===== src/design/ppc_pkg.sv =====
// Shared widths, constants, types and the arctangent table for the pursuit controller.
`default_nettype none

package ppc_pkg;

    localparam int XW = 27;
    localparam int ZW = 28;
    localparam int GW = 13;
    localparam int LW = 15;
    localparam int FW = 16;
    localparam int DW = 18;
    localparam int BW = 16;
    localparam int PW = XW + 18;

    localparam logic signed [ZW-1:0] HALF_PI_Q24   = 28'sd26353589;
    localparam logic        [16:0]   GAIN_CORR_Q16 = 17'd39797;
    localparam logic signed [BW-1:0] PI_Q13        = 16'sd25736;

    typedef enum logic [1:0] {
        REG_LINEAR_GAIN,
        REG_ANGULAR_GAIN,
        REG_LINEAR_LIMIT,
        REG_ANGULAR_LIMIT
    } t_reg_index;

    typedef struct packed {
        logic                 valid;
        logic                 zero;
        logic signed [XW-1:0] x;
        logic signed [XW-1:0] y;
        logic signed [ZW-1:0] z;
    } t_cordic_word;

    typedef struct packed {
        logic signed [GW-1:0] linear_gain;
        logic signed [GW-1:0] angular_gain;
        logic        [LW-1:0] linear_limit;
        logic        [LW-1:0] angular_limit;
    } t_cfg;

    function automatic logic signed [ZW-1:0] atan_step(input int unsigned i);
        logic signed [ZW-1:0] v;
        v = '0;
        if (i < 8) begin
            case (i)
                0: v = 28'sd13176795;
                1: v = 28'sd7778716;
                2: v = 28'sd4110060;
                3: v = 28'sd2086331;
                4: v = 28'sd1047214;
                5: v = 28'sd524117;
                6: v = 28'sd262123;
                7: v = 28'sd131069;
                default: v = '0;
            endcase
        end else if (i <= 24) begin
            v = ZW'(1) <<< (24 - i);
        end
        return v;
    endfunction

endpackage

`default_nettype wire


===== src/design/ppc_cordic_cell.sv =====
// One vectoring CORDIC micro-rotation with its output register.
`default_nettype none

module ppc_cordic_cell #(
    parameter int STAGE = 0
) (
    input  logic                  i_clk,
    input  logic                  i_rst_n,
    input  logic                  i_en,
    input  ppc_pkg::t_cordic_word i_word,
    output ppc_pkg::t_cordic_word o_word
);
    import ppc_pkg::*;

    localparam logic signed [ZW-1:0] ANGLE = atan_step(STAGE);

    t_cordic_word         r_word;
    t_cordic_word         n_word;
    logic signed [XW-1:0] x_in;
    logic signed [XW-1:0] y_in;
    logic signed [ZW-1:0] z_in;
    logic signed [XW-1:0] xs;
    logic signed [XW-1:0] ys;

    always_comb begin
        x_in   = i_word.x;
        y_in   = i_word.y;
        z_in   = i_word.z;
        xs     = x_in >>> STAGE;
        ys     = y_in >>> STAGE;
        n_word = i_word;
        if (!y_in[XW-1]) begin
            n_word.x = x_in + ys;
            n_word.y = y_in - xs;
            n_word.z = z_in + ANGLE;
        end else begin
            n_word.x = x_in - ys;
            n_word.y = y_in + xs;
            n_word.z = z_in - ANGLE;
        end
    end

    always_ff @(posedge i_clk) begin
        if (!i_rst_n) begin
            r_word.valid <= 1'b0;
        end else if (i_en) begin
            r_word <= n_word;
        end
    end

    assign o_word = r_word;

endmodule

`default_nettype wire


===== config.mk =====
export PLATFORM = sky130hd
export DESIGN_NAME = ppc_cordic_cell
export DESIGN_NICKNAME = d
export VERILOG_FILES = /design/src/design/ppc_pkg.sv /design/src/design/ppc_cordic_cell.sv
export SDC_FILE = /design/constraint.sdc
export NUM_CORES = 1
export LEC_CHECK = 0
export BUFFER_PORTS_ARGS = -buffer_cell sky130_fd_sc_hd__buf_2
export CORE_MARGIN = 2
export CORE_UTILIZATION = 35
export CTS_BUF_LIST = sky130_fd_sc_hd__clkbuf_8
export CTS_CLUSTER_SIZE = 24
export DETAILED_ROUTE_END_ITERATION = 7
export PLACE_DENSITY = 0.55
export SYNTH_ARGS = -nofsm -noshare
export SYNTH_HDL_FRONTEND = slang
export SYNTH_SLANG_ARGS = --single-unit

===== constraint.sdc =====
create_clock -name i_clk -period 4.95 [get_ports i_clk]
set_clock_uncertainty 0.1 [all_clocks]
set_input_delay 1.485 -clock i_clk [delete_from_list [all_inputs] [get_ports i_clk]]
set_output_delay 1.485 -clock i_clk [all_outputs]
set_load 0.01 [all_outputs]

==> reports/results.ini <==
[status]
status = complete, no violations

[clock_tree]
clk-insertion-delay-late_ns = 0.37
cts_hold_buf = 0
path_clk_slew_ns = 0.09
cts_sinks = 83
ctsRootBufferMaster = clkbuf_8
ctsHtreeMaxLevel = 3
postCtsSetupBuffers = 0
clockBufferDepth = 2
cts_buffers = 9
cts_tree = built
cts.repair.resized = 0

[cells_and_area]
antenna_cells = 0
syn_to_final_growth_pct = 16.6
ff_latch_area_mm2 = 0.00248
largest_reg_flops = 83
drive_gt1_frac = 0.207
multi_input_area_mm2 = 0.00567
final_cells = 1463
finish.utilization = 0.416
num-fill-cells = 2477
fin_nets = 1338

[synthesis]
synth_edf_count = 82
async_flop_share = 0
synth_cells = 973
yosysMostFrequentCell = ha_1
ys_types = 82
synth_area_leaders = edfxtp_1 28%, ha_1 16%, xnor2_1 6.1%
yosysSeqAreaShare = 0.286
netlist.area_leader.share = 0.284
ys_warn_count = 0
synth_seq_cells = 83
yosys_most_used_dff = edfxtp_1
synth_nets = 1177
avgSynthCellArea_um2 = 8.92
synth_top_cell_by_area = edfxtp_1
netlist_top_cells_count = 113 x ha_1, 98 x a21oi_1, 90 x inv_1
syn_area_mm2 = 0.00868

[routing]
remaining_drc_errors = 0
num_vias = 7767
postRouteAntennaNets = 0
wl_per_cell_um = 17.5
routed_wl_um = 25600
first_pass_iters = 5
detailedRoute.firstIterationViolations = 739
via_per_inst = 5.31

[placed_design]
pre_cts_ws_ns = 0.287
dp_cells = 1447
gp_congestion = 0.897
dp_hpwl_um = 20700
port-buffer-count = 170

[hold_path]
hold_depth = 2
min_path_type = reg2reg
hp-start = o_word[83]$_SDFFE_PN0P_
min_to = o_word[83]$_SDFFE_PN0P_

[power]
p_sw_w = 0.000895
p_clk_frac = 0.226
ir_drop_mv = 0.132
seqPwrFrac = 0.366
p_sw_frac = 0.360
leakage_nw = 4.52
p_int_w = 0.00159
combPwrFrac = 0.408
cellPowerDensity_mw_per_mm2 = 246

[floorplanning]
die_w_um = 161
pin_count = 171
core_mm2 = 0.0243
dieArea_mm2 = 0.0261
dieHeight_um = 161
rows = 57
start_util = 0.357

[worst_setup_path]
rr_endpoint = o_word[83]$_SDFFE_PN0P_
ff2ff_setup_slack_ns = 4.25
cp.required_ns = 4.97
worstSetupPathType = in2reg
worstReg2RegStart = o_word[83]$_SDFFE_PN0P_
cp_max_fo = 12
cp-end-kind = flip-flop
rr_worst_depth = 2
arrival_ns = 4.24
start_kind = primary input

[global_route]
grt_usage = 0.189
grt_pass1_wl_um = 39000
grt_max_degree = 83
grt_overflow = 0
grt_antenna_before_repair = 0
grt_pass1_vias = 7182

[run]
drv_cap = 0

[sta]
max_slew_margin = 0.269
slew_viol_final = 0
finalCritPeriodShare = 0.853
rsz0062_at_grt = no
fmax_ghz = 0.237
setup_tns_ns = 0
min_period_ns = 4.22
worst_pin_slew_ns = 1.10
hold_viol_final = 0
setup_viol = 0
worst_slack_ns = 0.730

[placed cells by master (no fill, tap or decap), types with 4 or more instances in the layout]
cell,instances
nand3_1,18
nand4_1,7
nor2b_1,17
fa_1,4
or3_1,12
inv_1,90
xor2_1,15
nand2_1,46
nor3_1,23
or2_2,8
a211o_1,5
buf_4,17
o22ai_1,7
a21o_1,26
o21ai_1,12
nand2b_1,10
nor4_1,4
xnor2_1,60
and2_1,5
ha_1,113
a31oi_1,4
a2111oi_0,4
edfxtp_1,82
o21bai_1,14
o211ai_1,7
a2111o_1,4
nor2_1,64
o21ai_0,49
mux2i_1,12
and3_1,6
buf_2,170
o21a_1,11
a21oi_1,98
clkbuf_8,10
o31a_1,4
o31ai_1,13
a211oi_1,14
[area by class of cell]
cell class | instances | share of cell area
Clock buffer | 10 | 0.0136
Timing Repair Buffer | 187 | 0.0967
Tap cell | 324 | 0.0401
Clock inverter | 6 | 0.00890
Sequential cell | 83 | 0.245
Multi-Input combinational cell | 759 | 0.561
Inverter | 94 | 0.0349
[cell families (layout without fill, tap and decap cells)]
| family | after synthesis | after routing | synth area share |
|---|---|---|---|
| AO/OA/AOI/OAI | 320 | 320 | 0.253 |
| XOR/XNOR | 75 | 75 | 0.0757 |
| adder cells (fa/ha/maj) | 117 | 117 | 0.172 |
| buffers and inverters | 131 | 297 | 0.0608 |
| flip-flops | 83 | 83 | 0.286 |
| multiplexers | 12 | 12 | 0.0138 |
| AND/OR/NAND/NOR | 235 | 235 | 0.138 |
[worst max-delay path by stage]
stage,startpoint,to,slack (ns),cells after the start
finish,i_word[54],o_word[27]$_DFFE_PP_,0.73,10
global route,i_word[55],o_word[50]$_DFFE_PP_,0.51,12
CTS,i_word[54],o_word[27]$_DFFE_PP_,0.68,10
detailed placement,i_word[54],o_word[27]$_DFFE_PP_,0.29,10
global placement,i_word[54],o_word[27]$_DFFE_PP_,0.40,10
floorplan,i_word[54],o_word[27]$_DFFE_PP_,0.32,12
[through the flow]
step / cell area (um2) / total power (W) / hold WS (ns)
detailed placement: 9890 / 0.00193 / 0.408
global placement: 9890 / 0.00193 / 0.400
global route: 10100 / 0.00263 / 0.477
finish: 10100 / 0.00249 / 0.426
CTS: 10100 / 0.00250 / 0.433
floorplan: 8680 / 0.00161 / 0.438
[worst max-delay path: stages]
cell and delay (ns):
buf_2 0.10, clkinv_1 0.35, ha_1 0.55, nand4_1 0.20, a2111o_1 0.42, a31oi_1 0.26
o41ai_2 0.15, o41ai_2 0.44, o22a_1 0.22, xnor2_1 0.06
[power by group through the flow]
stage	combinational [W]	sequential (W)	clock, W
after global placement	0.00100	0.000928	0
after global routing	0.00111	0.000918	0.000601
after CTS	0.00101	0.000912	0.000581
after floorplan	0.000640	0.000971	0
final	0.00102	0.000911	0.000564
after detailed placement	0.00101	0.000929	0
[layer usage]
metal / vias up / global-route usage / wire [um]
met1: 3600 / 0.286 / 12700
li1: 3870 / - / -
met5: - / 0 / 0
met4: 0 / 0.0394 / 227
met3: 16 / 0.0241 / 1770
met2: 281 / 0.287 / 10900
(Power assumes the default switching activity.)
