File: src/design/ppc_pkg.sv
// Shared widths, constants, types and the arctangent table for the pursuit controller.
`default_nettype none

package ppc_pkg;

    localparam int XW = 27;
    localparam int ZW = 28;
    localparam int GW = 13;
    localparam int LW = 15;
    localparam int FW = 16;
    localparam int DW = 18;
    localparam int BW = 16;
    localparam int PW = XW + 18;

    localparam logic signed [ZW-1:0] HALF_PI_Q24   = 28'sd26353589;
    localparam logic        [16:0]   GAIN_CORR_Q16 = 17'd39797;
    localparam logic signed [BW-1:0] PI_Q13        = 16'sd25736;

    typedef enum logic [1:0] {
        REG_LINEAR_GAIN,
        REG_ANGULAR_GAIN,
        REG_LINEAR_LIMIT,
        REG_ANGULAR_LIMIT
    } t_reg_index;

    typedef struct packed {
        logic                 valid;
        logic                 zero;
        logic signed [XW-1:0] x;
        logic signed [XW-1:0] y;
        logic signed [ZW-1:0] z;
    } t_cordic_word;

    typedef struct packed {
        logic signed [GW-1:0] linear_gain;
        logic signed [GW-1:0] angular_gain;
        logic        [LW-1:0] linear_limit;
        logic        [LW-1:0] angular_limit;
    } t_cfg;

    function automatic logic signed [ZW-1:0] atan_step(input int unsigned i);
        logic signed [ZW-1:0] v;
        v = '0;
        if (i < 8) begin
            case (i)
                0: v = 28'sd13176795;
                1: v = 28'sd7778716;
                2: v = 28'sd4110060;
                3: v = 28'sd2086331;
                4: v = 28'sd1047214;
                5: v = 28'sd524117;
                6: v = 28'sd262123;
                7: v = 28'sd131069;
                default: v = '0;
            endcase
        end else if (i <= 24) begin
            v = ZW'(1) <<< (24 - i);
        end
        return v;
    endfunction

endpackage

`default_nettype wire

File: src/design/ppc_scale.sv
// Gain correction, bearing rounding, gain multiply and saturation pipeline.
`default_nettype none

module ppc_scale (
    input  logic                  i_clk,
    input  logic                  i_rst_n,
    input  logic                  i_en,
    input  ppc_pkg::t_cordic_word i_word,
    input  ppc_pkg::t_cfg         i_cfg,
    output logic                  o_valid,
    output logic [15:0]           o_linear_cmd,
    output logic [15:0]           o_angular_cmd
);
    import ppc_pkg::*;

    localparam int ZRW = ZW - 11;
    localparam int LPW = GW + DW;
    localparam int APW = GW + BW;

    logic                  r_a_valid;
    logic                  r_a_zero;
    logic signed [PW-1:0]  r_a_prod;
    logic signed [ZW-1:0]  r_a_z;
    logic signed [XW-1:0]  x_in;
    logic signed [17:0]    corr;
    logic signed [PW-1:0]  n_a_prod;

    logic                  r_b_valid;
    logic signed [DW-1:0]  r_b_dist;
    logic signed [BW-1:0]  r_b_bear;
    logic signed [DW-1:0]  n_b_dist;
    logic signed [BW-1:0]  n_b_bear;
    logic signed [PW-1:0]  dist_sum;
    logic signed [ZW-1:0]  z_sum;
    logic signed [ZRW-1:0] z_round;

    logic                  r_c_valid;
    logic signed [LPW-1:0] r_c_lin;
    logic signed [APW-1:0] r_c_ang;

    logic                  r_d_valid;
    logic signed [FW-1:0]  r_d_lin;
    logic signed [FW-1:0]  r_d_ang;
    logic signed [LPW-1:0] lin_sum;
    logic signed [LPW-1:0] lin_lim;
    logic signed [APW-1:0] ang_sum;
    logic signed [APW-1:0] ang_lim;
    logic signed [FW-1:0]  n_d_lin;
    logic signed [FW-1:0]  n_d_ang;

    always_comb begin
        x_in     = i_word.x;
        corr     = signed'({1'b0, GAIN_CORR_Q16});
        n_a_prod = x_in * corr;
    end

    always_comb begin
        dist_sum = r_a_prod + PW'(64'sd8388608);
        z_sum    = r_a_z + ZW'(32'sd1024);
        z_round  = ZRW'(z_sum >>> 11);
        if (r_a_zero) begin
            n_b_dist = '0;
            n_b_bear = '0;
        end else begin
            n_b_dist = DW'(dist_sum >>> 24);
            if (z_round > ZRW'(PI_Q13)) begin
                n_b_bear = PI_Q13;
            end else if (z_round < -ZRW'(PI_Q13)) begin
                n_b_bear = -PI_Q13;
            end else begin
                n_b_bear = BW'(z_round);
            end
        end
    end

    always_comb begin
        lin_sum = (r_c_lin + LPW'(32'sd128)) >>> 8;
        lin_lim = LPW'(signed'({1'b0, i_cfg.linear_limit}));
        if (lin_sum > lin_lim) begin
            n_d_lin = FW'(lin_lim);
        end else if (lin_sum < -lin_lim) begin
            n_d_lin = FW'(-lin_lim);
        end else begin
            n_d_lin = FW'(lin_sum);
        end
        ang_sum = (r_c_ang + APW'(32'sd4096)) >>> 13;
        ang_lim = APW'(signed'({1'b0, i_cfg.angular_limit}));
        if (ang_sum > ang_lim) begin
            n_d_ang = FW'(ang_lim);
        end else if (ang_sum < -ang_lim) begin
            n_d_ang = FW'(-ang_lim);
        end else begin
            n_d_ang = FW'(ang_sum);
        end
    end

    always_ff @(posedge i_clk) begin
        if (!i_rst_n) begin
            r_a_valid <= 1'b0;
            r_b_valid <= 1'b0;
            r_c_valid <= 1'b0;
            r_d_valid <= 1'b0;
        end else if (i_en) begin
            r_a_valid <= i_word.valid;
            r_b_valid <= r_a_valid;
            r_c_valid <= r_b_valid;
            r_d_valid <= r_c_valid;
        end
    end

    always_ff @(posedge i_clk) begin
        if (i_en) begin
            r_a_zero <= i_word.zero;
            r_a_prod <= n_a_prod;
            r_a_z    <= i_word.z;
            r_b_dist <= n_b_dist;
            r_b_bear <= n_b_bear;
            r_c_lin  <= i_cfg.linear_gain * r_b_dist;
            r_c_ang  <= i_cfg.angular_gain * r_b_bear;
            r_d_lin  <= n_d_lin;
            r_d_ang  <= n_d_ang;
        end
    end

    assign o_valid       = r_d_valid;
    assign o_linear_cmd  = r_d_lin;
    assign o_angular_cmd = r_d_ang;

endmodule

`default_nettype wire

File: config.mk
export PLATFORM = sky130hd
export DESIGN_NAME = ppc_scale
export DESIGN_NICKNAME = d
export VERILOG_FILES = /design/src/design/ppc_pkg.sv /design/src/design/ppc_scale.sv
export SDC_FILE = /design/constraint.sdc
export NUM_CORES = 2
export LEC_CHECK = 0
export BUFFER_PORTS_ARGS = -buffer_cell sky130_fd_sc_hd__clkbuf_2
export CAP_MARGIN = 10
export CORE_MARGIN = 1
export CORE_UTILIZATION = 50
export DETAILED_ROUTE_END_ITERATION = 7
export GPL_TIMING_DRIVEN = 0
export HOLD_SLACK_MARGIN = 0.1
export PLACE_DENSITY = 0.78
export RECOVER_POWER = 50
export SYNTH_ARGS = -nofsm -noshare
export SYNTH_HDL_FRONTEND = slang
export SYNTH_SLANG_ARGS = --single-unit
File: constraint.sdc
create_clock -name i_clk -period 16.14 [get_ports i_clk]
set_input_delay 1.614 -clock i_clk [delete_from_list [all_inputs] [get_ports i_clk]]
set_output_delay 1.614 -clock i_clk [all_outputs]
set_load 0.02 [all_outputs]
==> flow_summary.json <==
{
  "outcome": "complete, but fails checks",
  "violations": "capacitance limit, slew limit",
  "syn-instance-count": 3568,
  "cts_resized": 0,
  "globalRouteOverflowTotal": 0,
  "cts-root-buf": "clkbuf_16",
  "worstPathMaxFanout": 10,
  "firstDrtPassIters": 6,
  "boundaryPins": 176,
  "synth-seq-cells": 149,
  "finClkSkew_ns": 0.0157,
  "syn_nets": 4744,
  "cts_max_level": 4,
  "ctsHoldBuffers": 0,
  "grt_pass1_wl_um": 125000,
  "crit_family": "adder cells",
  "netlist_area_mm2": 0.0340,
  "maxSlewViolCount": 149,
  "r2r_start": "r_b_dist[9]",
  "drv_cap": 2,
  "nNetsFinal": 4890,
  "pre_cts_slack_ns": 7.59,
  "path_clk_slew_ns": 0.07,
  "io_buffers": 125,
  "placed_cell_area_mm2": 0.0358,
  "fin_tns_setup_ns": 0,
  "antenna_found_initial": 1,
  "die_area_mm2": 0.0691,
  "clock_latency_ns": 0.49,
  "finalHoldViolations": 0,
  "synthToLayoutAreaGrowth_pct": 6.84,
  "grt_start_max_net_pins": 80,
  "gp_congestion": 0.951,
  "initial_core_util_pct": 50.6,
  "antenna_left": 0,
  "period_share_pct": 50.1,
  "cp_cell_sequence": "clkbuf_1, clkbuf_1, nand2_1, fa_1, fa_1, inv_1, fa_1, fa_1, fa_1, fa_1, ha_1, nand2_1, a2111oi_0, o21ai_0, nand2_1, o21ai_0, a21oi_1, a41oi_1, a21boi_0, xor2_1",
  "seq_area_frac_synth_pct": 13.0,
  "clockBufferDepth": 2,
  "dieWidth_um": 263,
  "fin_crit_ns": 8.09,
  "cts_setup_buffers": 0,
  "max_freq_mhz": 124,
  "rsz0062_at_grt": "false",
  "hold_start": "r_b_valid",
  "synth_edf_count": 145,
  "final_core_util_pct": 54.0,
  "synth_cell_type_count": 75,
  "cp-startpoint": "i_cfg[52]",
  "arrival_ns": 8.39,
  "yosysWarnings": 0,
  "syn_area_per_cell_um2": 9.54,
  "vias_per_cell": 5.29,
  "async_flop_share_pct": 0,
  "ys.flop_type": "edfxtp_1",
  "drive_gt1_share_pct": 5.26,
  "final_area_mm2": 0.0364,
  "track_usage_pct": 22.5,
  "grt_pass1_vias": 25316,
  "slew-limit-headroom_pct": -178,
  "vias": 24319,
  "cp-start-kind": "input port",
  "hold_class": "reg2reg",
  "numCtsBuffers": 17,
  "crit_top_cell": "fa_1",
  "cts.sinks": 149,
  "wl_per_cell_um": 16.2,
  "path_buf_inv": 3,
  "drt_iter0_drc": 1467,
  "drc": 0,
  "fp.dieH_um": 263,
  "worst_slack_ns": 8.05,
  "crit_type": "in2reg",
  "end_kind": "flop",
  "worst_slew_pin_slew_ns": 4.17,
  "required_ns": 16.43,
  "dpl.hpwl_um": 63400,
  "std_cell_rows": 95,
  "wl_um": 74600,
  "cts_tree": "done",
  "setup_viol": 0,
  "cpMaxStageDelayCell": "fa_1",
  "max_stage_delay_ns": 0.57,
  "fp.coreArea_mm2": 0.0673
}
-- synthesized netlist by cell type (4+ instances only) --
cell	n	share of area, %
o21ai_0	79	1.2
mux2i_1	17	0.50
buf_4	7	0.15
a211oi_1	13	0.29
and3_1	22	0.40
clkbuf_1	95	1.0
or2_2	8	0.15
dfxtp_1	4	0.24
nor4_1	9	0.17
xor2_1	53	1.4
a2111oi_0	9	0.23
fa_1	618	36
a21o_1	45	0.99
inv_1	815	9.0
o2bb2ai_1	6	0.15
mux2_2	7	0.23
a211o_1	4	0.10
xnor2_1	103	2.7
a21oi_1	102	1.5
and2_1	197	3.6
a22o_1	10	0.26
nor3_1	50	0.74
edfxtp_1	145	13
or3_1	15	0.28
ha_1	415	15
o211ai_1	13	0.29
nand4_1	31	0.57
o21bai_1	5	0.11
o31ai_1	6	0.13
o21a_1	24	0.53
nand2b_1	19	0.35
nand2_1	322	3.6
nor2_1	140	1.5
o2111ai_1	4	0.10
a31oi_1	15	0.28
nand3_1	50	0.74
buf_2	8	0.12
a221o_1	4	0.12
nor2b_1	20	0.37
-- cells by family (layout without fill, tap and decap cells) --
| group | count (synthesis) | after routing | synth area share [%] |
|---|---|---|---|
| other cells | 0 | 1 | 0 |
| compound gates | 374 | 374 | 7.13 |
| xor+xnor | 156 | 156 | 4.02 |
| simple gates | 906 | 906 | 13.1 |
| buf+inv | 926 | 1085 | 10.3 |
| fa+ha+maj | 1033 | 1033 | 51.6 |
| mux | 24 | 24 | 0.732 |
| flops | 149 | 149 | 13.0 |
-- cells in the final DEF (no fill, tap or decap), types with 19 or more instances in the layout --
cell type	count
inv_1	815
fa_1	618
ha_1	415
nand2_1	322
and2_1	197
edfxtp_1	145
nor2_1	140
clkbuf_2	117
clkbuf_1	106
xnor2_1	103
a21oi_1	102
o21ai_0	79
xor2_1	53
nand3_1	50
nor3_1	50
a21o_1	45
nand4_1	31
o21a_1	24
and3_1	22
nor2b_1	20
nand2b_1	19
-- cell type report --
type / instances / area (um^2)
Sequential cell: 149 / 4430
Antenna cell: 1 / 2.50
Inverter: 815 / 3060
Tap cell: 873 / 1090
Clock buffer: 19 / 433
Multi-Input combinational cell: 2493 / 26100
Clock inverter: 13 / 171
Timing Repair Buffer: 127 / 627
Buffer: 111 / 460
Fill cell: 5890 / 30900
-- metrics by stage --
stage,hold slack [ns],instances
after floorplan,0.482,3568
after global placement,0.500,4566
after detailed placement,0.517,4567
after CTS,0.532,4599
after global routing,0.572,4601
final,0.527,4601
-- tightest hold or removal path, delay by kind of cell, from the launching register on --
family | cells | cell delay (ns)
simple gates | 1 | 0.09
mux | 1 | 0.07
flops | 1 | 0.33
-- per-layer routing --
metal | track usage [%] | up-vias | part of all wire (%) | wire [um]
met5 | 0 | - | 0 | 0
met4 | 7.43 | 0 | 2.7 | 1980
met3 | 3.65 | 134 | 6.4 | 4780
met2 | 38.7 | 788 | 49 | 36300
met1 | 28.9 | 11897 | 42 | 31500
li1 | - | 11500 | - | -
-- final timing paths --
| path | endpoint | slack (ns) | depth (start not counted) |
|---|---|---|---|
| setup reg to reg | r_c_lin[29] | 9.27 | 20 |
| setup / recovery | r_c_lin[29] | 8.05 | 20 |
| hold / removal | r_b_valid | 0.53 | 2 |
| hold reg to reg | r_b_valid | 0.53 | 2 |
-- sequential cells by signal, indices dropped and copies added (netlist names), 16 cells and up --
name	cells
r_c_ang	17
r_a_prod	19
r_c_lin	24
r_b_bear	16
o_angular_cmd	16
r_b_dist	18
r_a_z	18
o_linear_cmd	16
Power is left out: the tool's default activity adds up to more than one toggle a clock period on the data nets, which glitch-free logic cannot reach.
